$ cat src/hw/rtl/kau_pkg.sv
// ----------------------------------------------------------------------------
// KISS AX.25 UI receiver package
// Byte codes, result kinds and the types shared by the receiver modules.
// ----------------------------------------------------------------------------
package kau_pkg;

	localparam int MAX_DIGIPEATERS_DEF = 8;
	localparam int QUEUE_DEPTH_DEF     = 2;

	// KISS framing codes
	localparam logic [7:0] FEND  = 8'hC0;
	localparam logic [7:0] FESC  = 8'hDB;
	localparam logic [7:0] TFEND = 8'hDC;
	localparam logic [7:0] TFESC = 8'hDD;
	localparam logic [7:0] CMD_PORT_MASK = 8'h0F;

	// AX.25 header codes
	localparam logic [7:0] ADDR_SSID_MASK = 8'h60;
	localparam logic [7:0] ADDR_LAST_MASK = 8'h01;
	localparam logic [7:0] CTRL_UI        = 8'h03;
	localparam logic [7:0] PID_NO_L3      = 8'hF0;
	localparam logic [2:0] ADDR_LAST_BYTE = 3'd6;

	typedef enum logic [1:0] {
		KIND_PAYLOAD = 2'd0,
		KIND_ACCEPT  = 2'd1,
		KIND_REJECT  = 2'd2,
		KIND_DISCARD = 2'd3
	} kind_t;

	typedef struct packed {
		kind_t      kind;
		logic [7:0] data_byte;
	} result_t;

	typedef struct packed {
		logic full;
		logic empty;
	} queue_stat_t;

endpackage

$ cat src/hw/rtl/kau_channels.sv
// ----------------------------------------------------------------------------
// KISS AX.25 UI receiver channels
// Valid/ready channels for raw link bytes and for result items.
// ----------------------------------------------------------------------------
interface kau_in_if;
	logic       valid;
	logic       ready;
	logic [7:0] rx_byte;

	modport source (output valid, output rx_byte, input ready);
	modport sink   (input valid, input rx_byte, output ready);
endinterface

interface kau_out_if;
	logic       valid;
	logic       ready;
	logic [1:0] kind;
	logic [7:0] data_byte;

	modport source (output valid, output kind, output data_byte, input ready);
	modport sink   (input valid, input kind, input data_byte, output ready);
endinterface

$ cat src/hw/rtl/kau_queue.sv
// ----------------------------------------------------------------------------
// KISS AX.25 UI receiver result queue
// Short first-in first-out queue between the decoder and the output stage.
// ----------------------------------------------------------------------------
module kau_queue #(
	parameter int DEPTH = kau_pkg::QUEUE_DEPTH_DEF
) (
	input  logic                  clk,
	input  logic                  arst_n,
	input  logic                  push,
	input  kau_pkg::result_t      push_item,
	input  logic                  pop,
	output kau_pkg::result_t      head,
	output kau_pkg::queue_stat_t  stat
);

	localparam int PTR_W = (DEPTH > 1) ? $clog2(DEPTH) : 1;
	localparam int CNT_W = $clog2(DEPTH + 1);
	localparam logic [PTR_W-1:0] PTR_LAST = PTR_W'(DEPTH - 1);
	localparam logic [CNT_W-1:0] CNT_FULL = CNT_W'(DEPTH);

	kau_pkg::result_t mem_q [DEPTH];
	logic [PTR_W-1:0] wr_ptr_q;
	logic [PTR_W-1:0] rd_ptr_q;
	logic [CNT_W-1:0] count_q;
	logic             do_push;
	logic             do_pop;

	assign stat.full  = (count_q == CNT_FULL);
	assign stat.empty = (count_q == '0);
	assign do_push    = push && !stat.full;
	assign do_pop     = pop && !stat.empty;
	assign head       = mem_q[rd_ptr_q];

	always_ff @(posedge clk) begin
		if (do_push) begin
			mem_q[wr_ptr_q] <= push_item;
		end
	end

	always_ff @(posedge clk or negedge arst_n) begin
		if (!arst_n) begin
			wr_ptr_q <= '0;
			rd_ptr_q <= '0;
			count_q  <= '0;
		end else begin
			if (do_push) begin
				wr_ptr_q <= (wr_ptr_q == PTR_LAST) ? '0 : wr_ptr_q + PTR_W'(1);
			end
			if (do_pop) begin
				rd_ptr_q <= (rd_ptr_q == PTR_LAST) ? '0 : rd_ptr_q + PTR_W'(1);
			end
			if (do_push && !do_pop) begin
				count_q <= count_q + CNT_W'(1);
			end else if (do_pop && !do_push) begin
				count_q <= count_q - CNT_W'(1);
			end
		end
	end

endmodule

$ cat src/hw/rtl/kau_front.sv
// ----------------------------------------------------------------------------
// KISS AX.25 UI receiver decoder
// KISS deframing, escapes, AX.25 UI header check; a byte a cycle while ready.
// ----------------------------------------------------------------------------
module kau_front #(
	parameter int MAX_DIGIPEATERS = kau_pkg::MAX_DIGIPEATERS_DEF
) (
	input  logic              clk,
	input  logic              arst_n,
	kau_in_if.sink            in_ch,
	input  logic              queue_full,
	output logic              push,
	output kau_pkg::result_t  push_item
);

	typedef enum logic [3:0] {
		PH_ADDR    = 4'b0001,
		PH_CTRL    = 4'b0010,
		PH_PID     = 4'b0100,
		PH_PAYLOAD = 4'b1000
	} phase_t;

	// Destination and source plus the digipeaters.
	localparam logic [3:0] ADDR_LIMIT = 4'(2 + MAX_DIGIPEATERS);

	logic       framing_q,   framing_d;
	logic       esc_pending_q, esc_pending_d;
	logic       expect_cmd_q, expect_cmd_d;
	logic       nonempty_q,  nonempty_d;
	phase_t     phase_q,     phase_d;
	logic [2:0] addr_idx_q,  addr_idx_d;
	logic [3:0] addr_cnt_q,  addr_cnt_d;
	logic       hdr_err_q,   hdr_err_d;

	logic       accept;
	logic       do_clear;
	logic       take;
	logic [7:0] rx;
	logic [7:0] dec;
	logic [3:0] cnt_inc;

	assign in_ch.ready = !queue_full;
	assign accept      = in_ch.valid && in_ch.ready;
	assign rx          = in_ch.rx_byte;
	assign cnt_inc     = addr_cnt_q + 4'd1;

	always_comb begin
		framing_d     = framing_q;
		esc_pending_d = esc_pending_q;
		expect_cmd_d  = expect_cmd_q;
		nonempty_d    = nonempty_q;
		phase_d       = phase_q;
		addr_idx_d    = addr_idx_q;
		addr_cnt_d    = addr_cnt_q;
		hdr_err_d     = hdr_err_q;
		do_clear      = 1'b0;
		take          = 1'b0;
		dec           = rx;
		push          = 1'b0;
		push_item.kind      = kau_pkg::KIND_PAYLOAD;
		push_item.data_byte = rx;

		if (rx == kau_pkg::FEND) begin
			if (nonempty_q) begin
				push = accept;
				push_item.kind = (phase_q == PH_PAYLOAD && !hdr_err_q) ?
					kau_pkg::KIND_ACCEPT : kau_pkg::KIND_REJECT;
				framing_d     = 1'b0;
				esc_pending_d = 1'b0;
				expect_cmd_d  = 1'b0;
				do_clear      = 1'b1;
			end else begin
				expect_cmd_d = 1'b1;
			end
		end else if (expect_cmd_q) begin
			if ((rx & kau_pkg::CMD_PORT_MASK) == 8'h00) begin
				framing_d = 1'b1;
			end
			expect_cmd_d = 1'b0;
		end else if (framing_q) begin
			if (rx == kau_pkg::FESC) begin
				if (esc_pending_q) begin
					// A second escape in a row drops the frame but keeps framing.
					esc_pending_d  = 1'b0;
					do_clear       = 1'b1;
					push           = accept;
					push_item.kind = kau_pkg::KIND_DISCARD;
				end else begin
					esc_pending_d = 1'b1;
				end
			end else if (esc_pending_q) begin
				esc_pending_d = 1'b0;
				if (rx == kau_pkg::TFEND) begin
					dec  = kau_pkg::FEND;
					take = 1'b1;
				end else if (rx == kau_pkg::TFESC) begin
					dec  = kau_pkg::FESC;
					take = 1'b1;
				end else begin
					framing_d      = 1'b0;
					do_clear       = 1'b1;
					push           = accept;
					push_item.kind = kau_pkg::KIND_DISCARD;
				end
			end else begin
				take = 1'b1;
			end
		end

		if (take) begin
			nonempty_d = 1'b1;
			push_item.data_byte = dec;
			if (!hdr_err_q) begin
				case (phase_q)
					PH_ADDR: begin
						if (addr_idx_q != kau_pkg::ADDR_LAST_BYTE) begin
							addr_idx_d = addr_idx_q + 3'd1;
						end else begin
							addr_idx_d = '0;
							addr_cnt_d = cnt_inc;
							if ((dec & kau_pkg::ADDR_SSID_MASK) != kau_pkg::ADDR_SSID_MASK) begin
								hdr_err_d = 1'b1;
							end else if (cnt_inc >= 4'd2 &&
									(dec & kau_pkg::ADDR_LAST_MASK) != 8'h00) begin
								phase_d = PH_CTRL;
							end else if (cnt_inc >= ADDR_LIMIT) begin
								hdr_err_d = 1'b1;
							end
						end
					end
					PH_CTRL: begin
						if (dec != kau_pkg::CTRL_UI) begin
							hdr_err_d = 1'b1;
						end else begin
							phase_d = PH_PID;
						end
					end
					PH_PID: begin
						if (dec != kau_pkg::PID_NO_L3) begin
							hdr_err_d = 1'b1;
						end else begin
							phase_d = PH_PAYLOAD;
						end
					end
					default: begin
						push = accept;
					end
				endcase
			end
		end

		if (do_clear) begin
			nonempty_d = 1'b0;
			phase_d    = PH_ADDR;
			addr_idx_d = '0;
			addr_cnt_d = '0;
			hdr_err_d  = 1'b0;
		end
	end

	always_ff @(posedge clk or negedge arst_n) begin
		if (!arst_n) begin
			framing_q     <= 1'b0;
			esc_pending_q <= 1'b0;
			expect_cmd_q  <= 1'b0;
			nonempty_q    <= 1'b0;
			phase_q       <= PH_ADDR;
			addr_idx_q    <= '0;
			addr_cnt_q    <= '0;
			hdr_err_q     <= 1'b0;
		end else if (accept) begin
			framing_q     <= framing_d;
			esc_pending_q <= esc_pending_d;
			expect_cmd_q  <= expect_cmd_d;
			nonempty_q    <= nonempty_d;
			phase_q       <= phase_d;
			addr_idx_q    <= addr_idx_d;
			addr_cnt_q    <= addr_cnt_d;
			hdr_err_q     <= hdr_err_d;
		end
	end

endmodule

$ cat src/hw/rtl/kau_back.sv
// ----------------------------------------------------------------------------
// KISS AX.25 UI receiver output stage
// Drains the result queue into the output register and formats each item.
// ----------------------------------------------------------------------------
module kau_back (
	input  logic              clk,
	input  logic              arst_n,
	input  logic              queue_empty,
	input  kau_pkg::result_t  head,
	output logic              pop,
	kau_out_if.source         out_ch
);

	logic       out_valid_q;
	logic [1:0] out_kind_q;
	logic [7:0] out_data_q;

	assign pop = !queue_empty && (!out_valid_q || out_ch.ready);

	always_ff @(posedge clk or negedge arst_n) begin
		if (!arst_n) begin
			out_valid_q <= 1'b0;
		end else if (pop) begin
			out_valid_q <= 1'b1;
		end else if (out_ch.ready) begin
			out_valid_q <= 1'b0;
		end
	end

	// Markers carry a zero data byte.
	always_ff @(posedge clk) begin
		if (pop) begin
			out_kind_q <= head.kind;
			out_data_q <= (head.kind == kau_pkg::KIND_PAYLOAD) ? head.data_byte : 8'h00;
		end
	end

	assign out_ch.valid     = out_valid_q;
	assign out_ch.kind      = out_kind_q;
	assign out_ch.data_byte = out_data_q;

endmodule

$ cat src/hw/rtl/kiss_ax25_ui_receiver_unit.sv
// ----------------------------------------------------------------------------
// KISS AX.25 UI receiver
// Deframes a KISS byte stream, checks the AX.25 UI header and emits payload
// bytes followed by an end-of-frame marker.
//
//   channel  direction  payload               transfer when
//   in_ch    sink       rx_byte[7:0]          valid && ready
//   out_ch   source     kind[1:0], data_byte  valid && ready
//
// One raw byte is taken every cycle while in_ch.ready is high; the decoder
// state machine settles a byte in the cycle of its transfer. A result goes
// through the queue and the output register to out_ch. A two-entry queue
// and the output register absorb stalls on out_ch; in_ch.ready drops only
// while the queue is full. Reset clears all framing and header state at once.
// ----------------------------------------------------------------------------
module kiss_ax25_ui_receiver_unit #(
	parameter int MAX_DIGIPEATERS = kau_pkg::MAX_DIGIPEATERS_DEF,
	parameter int QUEUE_DEPTH     = kau_pkg::QUEUE_DEPTH_DEF
) (
	input  logic        clk,
	input  logic        arst_n,
	kau_in_if.sink      in_ch,
	kau_out_if.source   out_ch
);

	logic                  push;
	logic                  pop;
	kau_pkg::result_t      push_item;
	kau_pkg::result_t      head;
	kau_pkg::queue_stat_t  stat;

	kau_front #(
		.MAX_DIGIPEATERS (MAX_DIGIPEATERS)
	) u_front (
		.clk        (clk),
		.arst_n     (arst_n),
		.in_ch      (in_ch),
		.queue_full (stat.full),
		.push       (push),
		.push_item  (push_item)
	);

	kau_queue #(
		.DEPTH (QUEUE_DEPTH)
	) u_queue (
		.clk       (clk),
		.arst_n    (arst_n),
		.push      (push),
		.push_item (push_item),
		.pop       (pop),
		.head      (head),
		.stat      (stat)
	);

	kau_back u_back (
		.clk         (clk),
		.arst_n      (arst_n),
		.queue_empty (stat.empty),
		.head        (head),
		.pop         (pop),
		.out_ch      (out_ch)
	);

endmodule

$ cat src/flat_wrapper.sv
// flat-port wrapper written by rule: the top's interface ports become plain ports
module kiss_ax25_ui_receiver_unit_flat 
#(
	parameter int MAX_DIGIPEATERS = kau_pkg::MAX_DIGIPEATERS_DEF,
	parameter int QUEUE_DEPTH     = kau_pkg::QUEUE_DEPTH_DEF
)
  (clk, arst_n, in_ch_valid, in_ch_rx_byte, in_ch_ready, out_ch_valid, out_ch_kind, out_ch_data_byte, out_ch_ready);
  kau_in_if in_ch_i ();
  kau_out_if out_ch_i ();
  input  logic clk;
  input  logic arst_n;
  input wire logic [$bits(in_ch_i.valid)-1:0] in_ch_valid;
  input wire logic [$bits(in_ch_i.rx_byte)-1:0] in_ch_rx_byte;
  output wire logic [$bits(in_ch_i.ready)-1:0] in_ch_ready;
  output wire logic [$bits(out_ch_i.valid)-1:0] out_ch_valid;
  output wire logic [$bits(out_ch_i.kind)-1:0] out_ch_kind;
  output wire logic [$bits(out_ch_i.data_byte)-1:0] out_ch_data_byte;
  input wire logic [$bits(out_ch_i.ready)-1:0] out_ch_ready;
  assign in_ch_i.valid = in_ch_valid;
  assign in_ch_i.rx_byte = in_ch_rx_byte;
  assign in_ch_ready = in_ch_i.ready;
  assign out_ch_valid = out_ch_i.valid;
  assign out_ch_kind = out_ch_i.kind;
  assign out_ch_data_byte = out_ch_i.data_byte;
  assign out_ch_i.ready = out_ch_ready;
  kiss_ax25_ui_receiver_unit #(.MAX_DIGIPEATERS(MAX_DIGIPEATERS), .QUEUE_DEPTH(QUEUE_DEPTH)) u_core (.clk(clk), .arst_n(arst_n), .in_ch(in_ch_i), .out_ch(out_ch_i));
endmodule
$ cat config.mk
export PLATFORM = sky130hd
export DESIGN_NAME = kiss_ax25_ui_receiver_unit_flat
export DESIGN_NICKNAME = d
export VERILOG_FILES = /design/src/hw/rtl/kau_pkg.sv /design/src/hw/rtl/kau_channels.sv /design/src/hw/rtl/kau_queue.sv /design/src/hw/rtl/kau_front.sv /design/src/hw/rtl/kau_back.sv /design/src/hw/rtl/kiss_ax25_ui_receiver_unit.sv /design/src/flat_wrapper.sv
export SDC_FILE = /design/constraint.sdc
export NUM_CORES = 1
export LEC_CHECK = 0
export BUFFER_PORTS_ARGS = -buffer_cell sky130_fd_sc_hd__buf_2
export CORE_ASPECT_RATIO = 1.75
export CORE_UTILIZATION = 50
export CTS_BUF_LIST = sky130_fd_sc_hd__clkbuf_4 sky130_fd_sc_hd__clkbuf_8
export CTS_CLUSTER_DIAMETER = 120
export CTS_CLUSTER_SIZE = 40
export DETAILED_ROUTE_END_ITERATION = 10
export HOLD_SLACK_MARGIN = 0.1
export PLACE_DENSITY = 0.65
export SYNTH_ARGS = -nofsm -noshare
export SYNTH_HDL_FRONTEND = slang
export SYNTH_SLANG_ARGS = --single-unit
$ cat constraint.sdc
create_clock -name clk -period 3.1 [get_ports clk]
set_clock_uncertainty 0.05 [all_clocks]
set_input_delay 0.31 -clock clk [delete_from_list [all_inputs] [get_ports clk]]
set_output_delay 0.31 -clock clk [all_outputs]
set_load 0.02 [all_outputs]
==> results.json, run 1 <==
{
  "holdPathStages": 3,
  "clockBufferDepth": 2,
  "drv_slew": 0,
  "grt_max_degree": 22,
  "peakVddDrop_uv": 281,
  "rrSetupSlack_ns": 0.58,
  "p_sw_w": 0.000517,
  "p_per_area_nw_per_um2": 564,
  "finalCriticalPeriod_ns": 2.52,
  "critPathTopFamily": "simple AND/OR/NAND/NOR gates",
  "rsz0062_at_grt": "false",
  "syn_area_um2": 2650,
  "cts_buffers": 5,
  "die_h_um": 98.2,
  "cts_tree": "built",
  "grt_usage_pct": 19.1,
  "grt-ovfl-total": 0,
  "worstMarginPinSlew_ns": 0.680,
  "synth_fp_nets": 242,
  "post_synth.cell_area_avg_um2": 11.7,
  "routed_via_density": 5.82,
  "cp.depth": 6,
  "slowest_stage": "and2_1",
  "placed_area_um2": 2790,
  "pwr-share-comb_pct": 23.2,
  "ys_seq_area_share_pct": 53.9,
  "synth_edf_count": 30,
  "violations": "DRC",
  "intPower_w": 0.00111,
  "grt_pass1_wl_mm": 8.07,
  "initial_utilization_pct": 52.7,
  "drc_errors": 6,
  "avgRoutedWirePerCell_um": 16.6,
  "slowest_delay_ns": 0.43,
  "status": "finished with violations",
  "die_w_um": 57.0,
  "crit_chain": "or2b_2 > or2_1 > a211o_1 > nand4bb_1 > nand2_1 > and2_1",
  "synth_warnings": 0,
  "num_vias": 1782,
  "yosysTopAreaCellShare_pct": 34.0,
  "power_leakage_nw": 1.10,
  "post_synth_num_cell_types": 62,
  "fp.dieArea_um2": 5600,
  "p_seq_share_pct": 53.9,
  "layout-drive-gt1-share_pct": 21.4,
  "finish.instance_area_um2": 2890,
  "hold_start": "out_ch_ready",
  "hold_path_end": "u_core.u_back.out_ch.valid",
  "slew_headroom_pct": 54.6,
  "fin_setup_tns_ns": 0,
  "synth.largest_area_cell": "edfxtp_1",
  "grt_pass1_vias": 1728,
  "clk-insertion-delay-late_ns": 0.30,
  "async_reset_ff_share_pct": 41.2,
  "first_pass_iters": 7,
  "worst-path-buf-inv": 0,
  "setup_viol": 0,
  "r2r-start": "u_core.u_front.expect_cmd_q",
  "drt-total-wl_mm": 5.08,
  "drt_iter0_drc": 45,
  "power.share.clock_pct": 22.9,
  "ant_nets": 0,
  "synth-seq-cells": 51,
  "htree_num_levels": 2,
  "num_rows": 34,
  "finalHoldViolations": 0,
  "end_kind": "register",
  "worst_ep_required_time_ns": 3.00,
  "maxCapViolCount": 0,
  "ff2ff_path_depth": 6,
  "root_buffer": "clkbuf_8",
  "cts_setup_buffers": 0,
  "period_share_pct": 81.1,
  "synthTopCellsByArea": "edfxtp_1 (34%), dfrtp_1 (19%), mux2i_1 (3.4%)",
  "diodes": 0,
  "core_area_um2": 5020,
  "r2r-end": "u_core.u_queue.mem_q[1][1]",
  "place_congestion": 0.853,
  "worstPathMaxFanout": 10,
  "swShare_pct": 31.8,
  "cp.arrival_ns": 2.42,
  "area_growth_pct": 9.03,
  "hp-class": "primary input to register",
  "criticalPathCategory": "register to register",
  "dpl.hpwl_mm": 3.91,
  "syn_inst": 227,
  "synth_flop_cell": "edfxtp_1",
  "cp-start-kind": "register",
  "fmax_ghz": 0.398,
  "final_nets": 266,
  "clkTransAtPathRegs_ns": 0.09,
  "place.port_buffers": 23,
  "cts_num_sinks": 51,
  "antenna_found_initial": 0,
  "pin_count": 24
}
-- cells in the mapped netlist (2+ instances only) --
library cell  number
edfxtp_1          30
nor2_1            21
dfrtp_1           20
nand2_1           20
o21ai_1           13
mux2i_1            9
nand3_1            9
clkbuf_1           7
inv_1              7
a21oi_1            6
nand2b_1           6
nand3b_1           5
and2_1             4
xor2_1             4
ha_1               3
nand4_1            3
nor3_1             3
o21ai_0            3
xnor2_1            3
a211o_1            2
a31o_1             2
a32o_1             2
mux2_2             2
nor4_1             2
o31ai_1            2
or2_1              2
or3_4              2
-- layout by cell type, fill, tap and decap left out, drive strengths merged, types with 3 or more instances in the layout --
cell type   n
xor2        4
buf        26
nand3       9
edfxtp     30
nand2      20
nand2b      6
nand4       3
nor2       22
and2        4
nor3        3
nand3b      5
mux2i      10
a21oi       7
inv         7
ha          3
mux2        3
o21ai      17
nor4        3
xnor2       3
dfrtp      20
clkbuf      5
-- cell type report --
class,instances,area [µm²]
Timing Repair Buffer,27,148
Inverter,8,43.8
Sequential cell,51,1430
Clock inverter,3,20.0
Tap cell,54,67.6
Clock buffer,5,68.8
Fill cell,431,2130
Multi-Input combinational cell,158,1110
-- metrics by stage --
step	hold WS, ns	std cells	total power, W	utilization, %	setup WS (ns)
after global routing	0.248	306	0.00170	57.5	0.422
after CTS	0.220	306	0.00164	57.5	0.572
after floorplan	-0.0356	227	0.00116	-	0.670
after global placement	0.271	297	0.00126	55.5	0.508
after detailed placement	0.267	297	0.00127	55.5	0.470
final	0.227	306	0.00163	57.5	0.585
-- power by group through the flow --
stage / logic, W / clock network [W] / registers [W]
2_1_floorplan: 0.000246 / 0 / 0.000916
3_3_place_gp: 0.000372 / 0 / 0.000891
3_5_place_dp: 0.000379 / 0 / 0.000893
4_1_cts: 0.000380 / 0.000386 / 0.000879
5_1_grt: 0.000411 / 0.000402 / 0.000887
6_report: 0.000377 / 0.000373 / 0.000877
-- per-layer routing --
layer  share of wire, %  track usage (%)  wire length [µm]  vias to the layer above
met1                 36             18.2              1820                      844
li1                   -                -                 -                      890
met5                  0                0                 0                        -
met3                2.8             2.38               143                       13
met4                4.0             10.5               204                        0
met2                 57             37.5              2910                       35
-- sequential cells by signal (all words and copies together) (netlist names) --
name and count:
u_core.u_queue.mem_q 20, u_core.u_back.out_ch.data_byte 8, u_core.u_front.addr_cnt_q 4, u_core.u_front.phase_q 4, u_core.u_front.addr_idx_q 3, u_core.u_back.out_ch.kind 2
u_core.u_queue.count_q 2, u_core.u_back.out_ch.valid 1, u_core.u_front.esc_pending_q 1, u_core.u_front.expect_cmd_q 1, u_core.u_front.framing_q 1, u_core.u_front.hdr_err_q 1
u_core.u_front.nonempty_q 1, u_core.u_queue.rd_ptr_q 1, u_core.u_queue.wr_ptr_q 1
-- worst min-delay path, cell delays in order --
cell      delay, ns
buf_2          0.07
nand2b_1       0.11
nand2_1        0.05
-- logic make-up after synthesis --
group           after synthesis  share of synthesized area, %
compound gates               46                          13.3
xor+xnor                      7                          2.32
fa+ha+maj                     3                          1.42
buf+inv                      18                          4.11
flops                        51                          53.9
mux                          13                          5.53
simple gates                 89                          19.4
-- worst max path at each step --
stage,slack [ns],from,to
after floorplan,0.67,in_ch_rx_byte[0],u_core.u_queue.mem_q[0][0]
after global placement,0.51,in_ch_rx_byte[5],u_core.u_queue.mem_q[1][0]
after detailed placement,0.47,in_ch_rx_byte[5],u_core.u_queue.mem_q[1][4]
after CTS,0.57,u_core.u_front.expect_cmd_q,u_core.u_queue.mem_q[1][1]
after global routing,0.42,u_core.u_front.expect_cmd_q,u_core.u_queue.mem_q[1][1]
final,0.58,u_core.u_front.expect_cmd_q,u_core.u_queue.mem_q[1][1]
-- what timing repair did --
action                                  CTS  global route
gates resized for setup                   0             0
hold buffers                              1             0
endpoints found under the hold margin    20             0
endpoints found under the setup margin    0             0
Note: power is estimated with default switching activity, not from simulation.
==> run 2, diff against run 1 <==
Settings changed: PLACE_DENSITY 0.65 to 0.68.
Clock period 3.1 ns to 2.2 ns, I/O delays scaled along.
==> results.json, run 2 (synthesis gave the netlist of run 1 again) <==
{
  "pwr-share-comb_pct": 26.0,
  "setup_ws_ns": -0.0641,
  "diodes": 0,
  "avgRoutedWirePerCell_um": 16.9,
  "clk-insertion-delay-late_ns": 0.30,
  "cp.arrival_ns": 2.41,
  "regMostFlops": "u_core.u_queue.mem_q",
  "setup_viol": 5,
  "die_h_um": 98.2,
  "end_kind": "register",
  "die_w_um": 57.0,
  "grt-ovfl-total": 0,
  "worst_ep_required_time_ns": 2.35,
  "p_per_area_nw_per_um2": 770,
  "rsz0062_at_grt": "true",
  "cts_buffers": 5,
  "num_rows": 34,
  "cts_num_sinks": 51,
  "num_vias": 1980,
  "antenna_found_initial": 0,
  "maxCapViolCount": 0,
  "fin_util_pct": 64.8,
  "layout-drive-gt1-share_pct": 33.8,
  "fp.dieArea_um2": 5600,
  "slew_headroom_pct": 67.0,
  "cts_tree": "built",
  "final_common_cell": "buf_4",
  "fmax_ghz": 0.442,
  "p_seq_share_pct": 48.1,
  "dp_worst_setup_slack_ns": -0.0233,
  "place.port_buffers": 23,
  "drc_errors": 10,
  "power_leakage_nw": 1.28,
  "p_total_w": 0.00251,
  "peakVddDrop_uv": 392,
  "routed_via_density": 5.86,
  "drt-total-wl_mm": 5.72,
  "p_sw_w": 0.000753,
  "final_nets": 298,
  "drt_iter0_drc": 50,
  "dpl.hpwl_mm": 4.37,
  "pin_count": 24,
  "core_area_um2": 5020,
  "status": "finished with violations",
  "clockBufferDepth": 2,
  "worstPathMaxFanout": 5,
  "whs_ns": 0.138,
  "period_share_pct": 103,
  "first_pass_iters": 7,
  "grt_pass1_wl_mm": 9.46,
  "fin_setup_tns_ns": -0.165,
  "grt_pass1_vias": 1990,
  "criticalPathCategory": "register to register",
  "swShare_pct": 30.0,
  "worstMarginPinSlew_ns": 0.495,
  "largest_register_ffs": 20,
  "grt_max_degree": 22,
  "area_growth_pct": 22.9,
  "cp-start-kind": "register",
  "hp-class": "primary input to register",
  "violations": "DRC, setup timing",
  "clkTransAtPathRegs_ns": 0.09,
  "ant_nets": 0,
  "grt_usage_pct": 22.3,
  "intPower_w": 0.00175,
  "layout_common_cells": "buf_4 (32), edfxtp_1 (30), buf_2 (23)",
  "htree_num_levels": 2,
  "power.share.clock_pct": 26.0,
  "place_congestion": 0.785,
  "finalHoldViolations": 0,
  "finalCriticalPeriod_ns": 2.26,
  "drv_slew": 0,
  "initial_utilization_pct": 52.7,
  "root_buffer": "clkbuf_8",
  "nFillCells": 391
}
## run 2: repair_timing
| action | 4_1_cts | 5_1_grt |
|---|---|---|
| setup endpoints to repair | 25 | 30 |
| resized for setup | 3 | 13 |
| endpoints found under the hold margin | 20 | 0 |
| pin swaps | 0 | 7 |
| buffers inserted | 2 | 3 |
| hold buffers | 1 | 0 |
## run 2: metrics by stage
stage                     std cells  instance area, µm²
after floorplan                 227                2650
after global placement          324                3010
after detailed placement        324                3010
after CTS                       335                3170
after global routing            338                3250
final                           338                3250
## run 2: worst paths after layout
kind	cells past startpoint	endpoint	startpoint	slack [ns]
setup / recovery	6	u_core.u_front.addr_cnt_q[3]	u_core.u_front.phase_q[0]	-0.06
hold / removal	3	u_core.u_back.out_ch.valid	out_ch_ready	0.14
setup reg to reg	6	u_core.u_front.addr_cnt_q[3]	u_core.u_front.phase_q[0]	-0.06
hold reg to reg	1	u_core.u_front.addr_idx_q[2]	u_core.u_front.addr_idx_q[2]	0.43
max in group asynchronous	2	u_core.u_front.phase_q[0]	arst_n	1.38
min in group asynchronous	2	u_core.u_front.addr_idx_q[1]	arst_n	0.37
## run 2: metal layers
layer,share of wire [%],track usage [%],up-vias
met3,2.9,2.78,16
met2,58,41.6,49
li1,-,-,949
met5,0,0,-
met4,4.2,15.4,0
met1,35,21.7,966
## run 2: power groups by stage
stage	logic [W]	registers [W]	clock network [W]
3_5_place_dp	0.000623	0.00122	0
6_report	0.000650	0.00120	0.000651
2_1_floorplan	0.000347	0.00129	0
4_1_cts	0.000631	0.00120	0.000659
3_3_place_gp	0.000616	0.00122	0
5_1_grt	0.000708	0.00122	0.000684
## run 2: final cells by class
type / instances / area (µm²) / area share [%]
Clock buffer: 6 / 76.3 / 2.35
Clock inverter: 2 / 37.5 / 1.15
Inverter: 8 / 43.8 / 1.35
Multi-Input combinational cell: 158 / 1190 / 36.6
Sequential cell: 51 / 1430 / 43.9
Tap cell: 54 / 67.6 / 2.08
Timing Repair Buffer: 59 / 408 / 12.5
## run 2: critical path: stages, from the launching register on
cell and delay (ns):
dfstp_2 0.54, or4b_4 0.47, or3_4 0.37, a2111oi_4 0.30
buf_6 0.18, o21ai_4 0.06, a32o_1 0.20
==> run 3, diff against run 2 <==
Settings changed: SETUP_SLACK_MARGIN set to 0.05.
==> results.json, run 3 (synthesis gave the netlist of run 1 again) <==
{
  "initial_utilization_pct": 52.7,
  "period_share_pct": 99.2,
  "power_leakage_nw": 1.27,
  "slowest_stage": "dfstp_2",
  "num_vias": 1892,
  "place_congestion": 0.810,
  "antenna_found_initial": 0,
  "end_kind": "register",
  "final_nets": 293,
  "power.share.clock_pct": 26.0,
  "place.port_buffers": 23,
  "hp-class": "primary input to register",
  "r2r-end": "u_core.u_front.addr_cnt_q[3]",
  "whs_ns": 0.127,
  "worstMarginPinSlew_ns": 0.489,
  "avgRoutedWirePerCell_um": 15.8,
  "setup_viol": 0,
  "cp.arrival_ns": 2.33,
  "drt_iter0_drc": 49,
  "drc_errors": 6,
  "critPathTopFamily": "simple AND/OR/NAND/NOR gates",
  "rrSetupSlack_ns": 0.02,
  "die_w_um": 57.0,
  "grt-ovfl-total": 0,
  "finalHoldViolations": 0,
  "routed_via_density": 5.68,
  "cts_tree": "built",
  "fp.dieArea_um2": 5600,
  "final_common_cell": "edfxtp_1",
  "grt_usage_pct": 21.0,
  "layout_common_cells": "edfxtp_1 (30), buf_4 (28), buf_2 (23)",
  "clockBufferDepth": 2,
  "hold_path_end": "u_core.u_back.out_ch.valid",
  "swShare_pct": 30.0,
  "violations": "DRC",
  "largest_register_ffs": 20,
  "clkTransAtPathRegs_ns": 0.09,
  "hold_start": "out_ch_ready",
  "crit_chain": "or4b_4 > or3_4 > a2111oi_4 > buf_4 > o21ai_2 > a32o_1",
  "area_growth_pct": 21.6,
  "peakVddDrop_uv": 367,
  "worst_ep_required_time_ns": 2.35,
  "drv_slew": 0,
  "dpl.hpwl_mm": 4.01,
  "multi_input_area_um2": 1200,
  "r2r-start": "u_core.u_front.phase_q[0]",
  "cts_num_sinks": 51,
  "cts_buffers": 5,
  "slowest_delay_ns": 0.54,
  "finish.instance_area_um2": 3220,
  "die_h_um": 98.2,
  "core_area_um2": 5020,
  "criticalPathCategory": "register to register",
  "p_total_w": 0.00250,
  "finalCriticalPeriod_ns": 2.18,
  "layout-drive-gt1-share_pct": 33.7,
  "holdPathStages": 3,
  "clk-insertion-delay-late_ns": 0.30,
  "worst-path-buf-inv": 1,
  "grt_max_degree": 22,
  "regArea_um2": 1430,
  "regMostFlops": "u_core.u_queue.mem_q",
  "grt_pass1_wl_mm": 8.86,
  "setup_ws_ns": 0.0183,
  "intPower_w": 0.00175,
  "drt-total-wl_mm": 5.27,
  "pin_count": 24,
  "p_sw_w": 0.000750,
  "num_rows": 34,
  "fmax_ghz": 0.458,
  "p_per_area_nw_per_um2": 778,
  "root_buffer": "clkbuf_8",
  "fin_util_pct": 64.1,
  "maxCapViolCount": 0,
  "cp-start-kind": "register",
  "htree_num_levels": 2,
  "diodes": 0,
  "p_seq_share_pct": 48.1,
  "placed_area_um2": 3000,
  "rsz0062_at_grt": "true",
  "worstPathMaxFanout": 5,
  "nFillCells": 405,
  "pwr-share-comb_pct": 25.9,
  "dp_worst_setup_slack_ns": -0.0263,
  "ant_nets": 0,
  "grt_pass1_vias": 1922,
  "status": "finished with violations",
  "first_pass_iters": 7,
  "slew_headroom_pct": 67.4,
  "ff2ff_path_depth": 6
}
run 3: cell count changes in the layout (fill, tap and decap cells not counted), sizes merged:
cell and delta:
buf -5
run 3: area by class of cell:
class | count | share of cell area (%)
clock buffer | 6 | 2.37
sequential | 51 | 44.4
multi-input combinational | 158 | 37.2
clock inverter | 2 | 1.17
inverter | 8 | 1.36
timing repair buffer | 54 | 11.4
tap | 54 | 2.10
run 3: worst register-to-register path: cells and delay by family (launching register included):
| kind | cells | cell delay (ns) |
|---|---|---|
| flip-flops | 1 | 0.54 |
| buffers and inverters | 1 | 0.19 |
| AO/OA/AOI/OAI | 3 | 0.46 |
| AND/OR/NAND/NOR | 2 | 0.84 |
run 3: worst max-delay path by stage:
stage	start	slack, ns	cells after the start	end
final	u_core.u_front.phase_q[0]	0.02	6	u_core.u_front.addr_cnt_q[3]
after global routing	u_core.u_front.phase_q[0]	-0.11	7	u_core.u_front.addr_cnt_q[2]
after global placement	u_core.u_front.phase_q[0]	0.01	5	u_core.u_front.addr_cnt_q[3]
after CTS	u_core.u_front.phase_q[0]	0.0001	6	u_core.u_front.addr_cnt_q[3]
after floorplan	u_core.u_front.phase_q[0]	0.02	5	u_core.u_front.addr_cnt_q[3]
after detailed placement	u_core.u_front.phase_q[0]	-0.03	5	u_core.u_front.addr_cnt_q[3]
run 3: what timing repair did:
| item | 4_1_cts | 5_1_grt |
|---|---|---|
| pin swaps | 1 | 4 |
| buffers inserted | 2 | 1 |
| endpoints found under the hold margin | 20 | 0 |
| hold buffers | 1 | 0 |
| resized for setup | 2 | 10 |
| endpoints found under the setup margin | 27 | 32 |
run 3: metrics by stage:
| stage | instances | setup TNS (ns) |
|---|---|---|
| floorplan | 227 | 0 |
| finish | 333 | 0 |
| global route | 333 | -0.390 |
| global placement | 321 | 0 |
| CTS | 332 | 0 |
| detailed placement | 321 | -0.0483 |
run 3: power groups by stage:
stage	clock network, W	logic, W	registers (W)
global placement	0	0.000622	0.00122
detailed placement	0	0.000627	0.00122
finish	0.000651	0.000648	0.00120
CTS	0.000662	0.000630	0.00120
floorplan	0	0.000355	0.00129
global route	0.000698	0.000706	0.00122
run 3: per-layer routing:
| metal | GRT usage [%] | part of all wire (%) | vias to the layer above |
|---|---|---|---|
| li1 | - | - | 937 |
| met2 | 40.1 | 57 | 43 |
| met5 | 0 | 0 | - |
| met3 | 2.91 | 2.8 | 12 |
| met4 | 11.1 | 3.0 | 0 |
| met1 | 21.1 | 37 | 900 |
